### src/design/ovn_pkg.sv
// Package of the octave value noise generator: field widths, register codes,
// reset values, hash constants and the pipeline control struct. No dependencies.
`timescale 1ns / 1ps
`default_nettype none

package ovn_pkg;

  localparam int IDX_W      = 16;
  localparam int FRAC_W     = 16;
  localparam int CELL_W     = 16;
  localparam int H_W        = 17;
  localparam int OUT_W      = 24;
  localparam int CNT_W      = 4;
  localparam int PERS_W     = 16;
  localparam int RANGE_W    = 17;
  localparam int CFG_IDX_W  = 2;
  localparam int CFG_DATA_W = 17;
  localparam int POS_W      = CELL_W + FRAC_W;

  localparam logic [CFG_IDX_W-1:0] REG_OCTAVE_COUNT = 2'd0;
  localparam logic [CFG_IDX_W-1:0] REG_PERSISTENCE  = 2'd1;
  localparam logic [CFG_IDX_W-1:0] REG_RANGE_SIZE   = 2'd2;

  localparam logic [CNT_W-1:0]   CNT_RESET   = 4'd8;
  localparam logic [PERS_W-1:0]  PERS_RESET  = 16'd42598;
  localparam logic [RANGE_W-1:0] RANGE_RESET = 17'd1024;

  localparam logic [H_W-1:0] ONE_Q16  = 17'h10000;
  localparam logic [17:0]    SMOOTH_K = 18'd196608;

  localparam int          HASH_SHIFT = 13;
  localparam logic [31:0] HASH_MUL_A = 32'd15731;
  localparam logic [31:0] HASH_ADD_A = 32'd789221;
  localparam logic [31:0] HASH_ADD_B = 32'd1376312589;
  localparam logic [31:0] HASH_TOP   = 32'h8000_0000;

  typedef struct packed {
    logic en;
    logic valid;
  } pipe_ctl_t;

endpackage

`default_nettype wire

### src/design/ovn_div.sv
// Pipelined restoring divider: sample index scaled to the finest octave,
// divided by the range, one quotient bit per stage. Depends on ovn_pkg.
`timescale 1ns / 1ps
`default_nettype none

module ovn_div #(
  parameter int MAX_OCTAVES = 8
) (
  input  wire                                  clk,
  input  wire                                  rst,
  input  wire  ovn_pkg::pipe_ctl_t             ctl,
  input  wire  [ovn_pkg::IDX_W-1:0]            index,
  input  wire  [ovn_pkg::RANGE_W-1:0]          divisor,
  output logic [ovn_pkg::POS_W+MAX_OCTAVES-2:0] quotient,
  output logic                                 valid_out
);

  localparam int QW = ovn_pkg::POS_W + MAX_OCTAVES - 1;
  localparam int RW = ovn_pkg::RANGE_W;
  localparam int IW = ovn_pkg::IDX_W;

  logic [RW-1:0] rem [QW];
  logic [QW-1:0] quo [QW];
  logic [IW-1:0] idx [QW];
  logic          vld [QW];

  for (genvar i = 0; i < QW; i++) begin : g_stage
    logic [RW-1:0] rem_in;
    logic [QW-1:0] quo_in;
    logic [IW-1:0] idx_in;
    logic          vld_in;
    logic [RW:0]   trial;
    logic          take;

    if (i == 0) begin : g_first
      assign rem_in = '0;
      assign quo_in = '0;
      assign idx_in = index;
      assign vld_in = ctl.valid;
    end else begin : g_next
      assign rem_in = rem[i-1];
      assign quo_in = quo[i-1];
      assign idx_in = idx[i-1];
      assign vld_in = vld[i-1];
    end

    // Once the index bits are used up, zeros are shifted in from the right.
    assign trial = {rem_in, idx_in[IW-1]};
    assign take  = trial >= {1'b0, divisor};

    always_ff @(posedge clk) begin
      if (rst) begin
        vld[i] <= 1'b0;
      end else if (ctl.en) begin
        vld[i] <= vld_in;
      end
    end

    always_ff @(posedge clk) begin
      if (ctl.en) begin
        rem[i] <= take ? RW'(trial - {1'b0, divisor}) : trial[RW-1:0];
        quo[i] <= {quo_in[QW-2:0], take};
        idx[i] <= {idx_in[IW-2:0], 1'b0};
      end
    end
  end

  assign quotient  = quo[QW-1];
  assign valid_out = vld[QW-1];

endmodule

`default_nettype wire

### config.mk
export PLATFORM = sky130hd
export DESIGN_NAME = ovn_div
export DESIGN_NICKNAME = d
export VERILOG_FILES = /design/src/design/ovn_pkg.sv /design/src/design/ovn_div.sv
export SDC_FILE = /design/constraint.sdc
export NUM_CORES = 2
export LEC_CHECK = 0
export BUFFER_PORTS_ARGS = -buffer_cell sky130_fd_sc_hd__buf_4
export CAP_MARGIN = 30
export CORE_MARGIN = 2
export CORE_UTILIZATION = 64
export DETAILED_ROUTE_END_ITERATION = 10
export GPL_TIMING_DRIVEN = 0
export PLACE_DENSITY = 0.79
export SLEW_MARGIN = 20
export SYNTH_ARGS = -nofsm -noshare
export SYNTH_HDL_FRONTEND = slang
export SYNTH_SLANG_ARGS = --single-unit
### constraint.sdc
create_clock -name clk -period 4.6 [get_ports clk]
set_input_delay 0.23 -clock clk [delete_from_list [all_inputs] [get_ports clk]]
set_output_delay 0.23 -clock clk [all_outputs]
set_load 0.005 [all_outputs]
==> summary.md <==
| Metric | Value |
|---|---|
| Gp weighted congestion | `between 0.8 and 0.9` |
| Overflow after GRT | `0` |
| Final hold violations | `0` |
| Register Area | `between 40000 and 50000 um2` |
| ANT nets after route | `0` |
| Multi-input logic area | `34800 um2` |
| DRT Pass-1 Iters | `6` |
| Hold Crit Class | `in2reg` |
| CP startpoint kind | `input port` |
| Pwr Density | `between 700 and 800 nW/um2` |
| Final setup fails | `0` |
| CP peak stage delay | `slightly above 0.7 ns` |
| Final Cycle Share | `around 95%` |
| Post-Syn Instances | `6495` |
| Wirelength, routed | `roughly 170000 um` |
| # diodes | `0` |
| RR Startpoint | `idx[1][104]$_DFFE_PP_` |
| Clock Tree Buf Depth | `3` |
| Io pins | `between 70 and 80` |
| Met2 WL | `81300 um` |
| CTS Sinks | `~1600` |
| Worst slew pin tran | `slightly below 1 ns` |
| First-pass GRT wire length | `around 270000 um` |
| Mapped cell area | `83600 um2` |
| Total Routing Usage GR | `roughly 25%` |
| Worst path top cell family by delay | `buffers and inverters` |
| Worst Setup SP | `divisor[0]` |
| Syn_nets | `roughly 7000` |
| Initial antenna violation count | `1` |
| CTS Buf Count | `165` |
| Residual DRC | `0` |
| Count of input and output buffers | `76` |
| Relative slew slack | `34.7%` |
| P&R area growth vs syn | `11.0%` |
| DP HPWL | `114000 um` |
| Tmin final | `between 4 and 5 ns` |
| DR iter-0 viols | `slightly above 4000` |
| CTS root buffer | `clkbuf_16` |
| CTS tree | `yes` |
| Critical setup path kind | `in2reg` |
| Max Clk Rate | `around 230 MHz` |
| Syn Area/Cell | `roughly 13 um2` |
| Hold path start | `divisor[15]` |
| Setup bufs post-CTS | `0` |
| Power Total | `between 0.06 and 0.07 W` |
| Worst slack, placed | `-2.34 ns` |
| Worst-Skew Late Latency | `0.81 ns` |
| Sequential element share of the synthesized area | `a little under three fifths` |
| Main flop type after synthesis | `edfxtp_1` |
| Ys Warns | `0` |
| Crit end category | `flop` |
| DIE AREA | `between 100000 and 150000 um2` |
| Die width | `~370 um` |
| CP Cell Sequence | `buf_6 > buf_12 > buf_4 > inv_2 > clkbuf_2 > buf_16 > ha_1 > nand3_1 > a31oi_1 > o21ai_0 > a21oi_1 > or2_2 > a2111oi_4 > buf_2 > mux2_2` |
| MaxCap Viol Count | `0` |
| Static Leakage | `between 30 and 40 nW` |
| Initial core utilization | `around 64%` |
| Seq cells post-synth | `1585` |
| Met3 wire length | `just over 9000 um` |
| Met1 wire length | `72000 um` |
| Commonest non-fill, non-tap cell in the layout | `edfxtp_1` |
| Buf/Inv on CP | `7` |
| Core Area | `130000 um2` |
| Worst-path fanout max | `28` |
| DR WL/cell | `between 15 and 20 um` |
| Commonest cells after routing, fill and taps aside | `1585 x edfxtp_1, 647 x ha_1, 475 x a21oi_1, 434 x nor2_1, 379 x mux2_2` |
| Worst-path clk slew | `around 0.060 ns` |
| Largest net degree at the start of global routing | `approximately 170` |
| EDFF count, synth | `about 1600` |
| DR vias/cell | `between 6 and 7` |
| Worst path slowest cell | `a2111oi_4` |
| Critical path data required time | `slightly above 5 ns` |
| Async set-reset flop share out of synthesis | `0%` |
| Clock Skew | `0.0287 ns` |
| Vias in the first global route | `52227` |
| Fin worst setup slack | `between 0.2 and 0.25 ns` |
| Yosys cell types | `82` |
| Final Max Slew Viols | `0` |
| Die Span Y | `365 um` |
| Row Count | `around 130` |
| Total number of vias | `52996` |
| DR top layer | `met4` |
| Status | `finished clean` |
| Max rail drop VDD | `roughly 0.43 mV` |
| Final #Nets | `about 7500` |
| # fillers | `between 8000 and 9000` |
| Share of layout cells above drive strength 1 | `12.2%` |
| Worst EP arrival | `just under 5 ns` |
| H-tree levels | `4` |
| Unrepaired setup endpoints after global routing | `no` |
-- synth_stat cells (all sizes together), types with 42 or more instances --
library cell | count | area (um2)
edfxtp | 1585 | 47600
ha | 647 | 8100
a21oi | 476 | 2390
nor2 | 434 | 1630
mux2 | 386 | 4370
o21ai | 379 | 1900
nand2 | 342 | 1280
xnor2 | 308 | 2700
inv | 203 | 762
a21o | 164 | 1230
xor2 | 158 | 1380
nor3 | 116 | 581
nor2b | 99 | 619
o21a | 91 | 683
a31oi | 79 | 532
nand3 | 79 | 395
nand2b | 71 | 444
nand4 | 68 | 425
clkbuf | 59 | 221
and2 | 58 | 363
o21bai | 51 | 383
mux2i | 43 | 430
and3 | 42 | 263
-- cell type report --
type,count,area share [%]
tap,1742,2.35
clock buffer,200,4.59
sequential,1585,51.3
timing repair buffer,126,1.68
multi-input combinational,4613,37.5
buffer,91,0.437
clock inverter,100,1.23
inverter,204,0.868
-- worst min-delay path, delay by kind of cell --
family                 cells  cell delay, ns
buffers and inverters      1            0.10
and+or+nand+nor            3            0.38
-- what timing repair did --
item                       in CTS  in global routing
gates resized for setup         2                  0
setup endpoints to repair     394                  0
hold endpoints to repair       70                  0
hold buffers                   19                  0
-- sequential cells by signal (all words and copies together) (netlist names) --
name and flops:
vld 39, idx 120, quo 780, rem 646
-- per-stage QoR --
stage	hold slack (ns)	setup TNS (ns)	std cells	instance area (um2)	util [%]
3_5_place_dp	0.405	-611.13	8342	87200	67.2
2_1_floorplan	0.329	0	6495	83600	-
5_1_grt	0.0810	0	8661	92800	71.6
6_report	0.0989	0	8661	92800	71.6
3_3_place_gp	0.400	-	8313	86400	66.6
4_1_cts	0.0377	0	8659	92800	71.6
-- worst paths after layout --
| path | to | slack (ns) | depth (start not counted) |
|---|---|---|---|
| hold / removal | rem[0][2]$_SDFFCE_PP0P_ | 0.1 | 4 |
| setup / recovery | rem[2][43]$_DFFE_PP_ | 0.21 | 15 |
| setup reg to reg | rem[1][134]$_DFFE_PP_ | 0.49 | 13 |
| hold reg to reg | quo[2][242]$_DFFE_PP_ | 0.40 | 0 |
-- where the power goes --
part	switching (W)	internal [W]	total, W
clock	0.00567	0.00753	0.0132
sequential	0.00196	0.0216	0.0236
combinational	0.0159	0.0138	0.0297
total	0.0236	0.0430	0.0665
-- logic make-up after synthesis --
kind of cell    Yosys count  synth area share (%)
compound gates         1588                  12.1
flops                  1585                  56.9
simple gates           1446                  8.33
fa+ha+maj               684                  10.6
xor+xnor                466                  4.88
mux                     429                  5.75
buf+inv                 297                  1.41
-- per-layer routing --
| layer | global-route usage [%] | vias up |
|---|---|---|
| met5 | 0 | - |
| met4 | 10.5 | 0 |
| met3 | 3.90 | 447 |
| met2 | 42.3 | 1473 |
| met1 | 33.3 | 25582 |
| li1 | - | 25494 |
No activity file was read; power rests on OpenSTA's default activity.
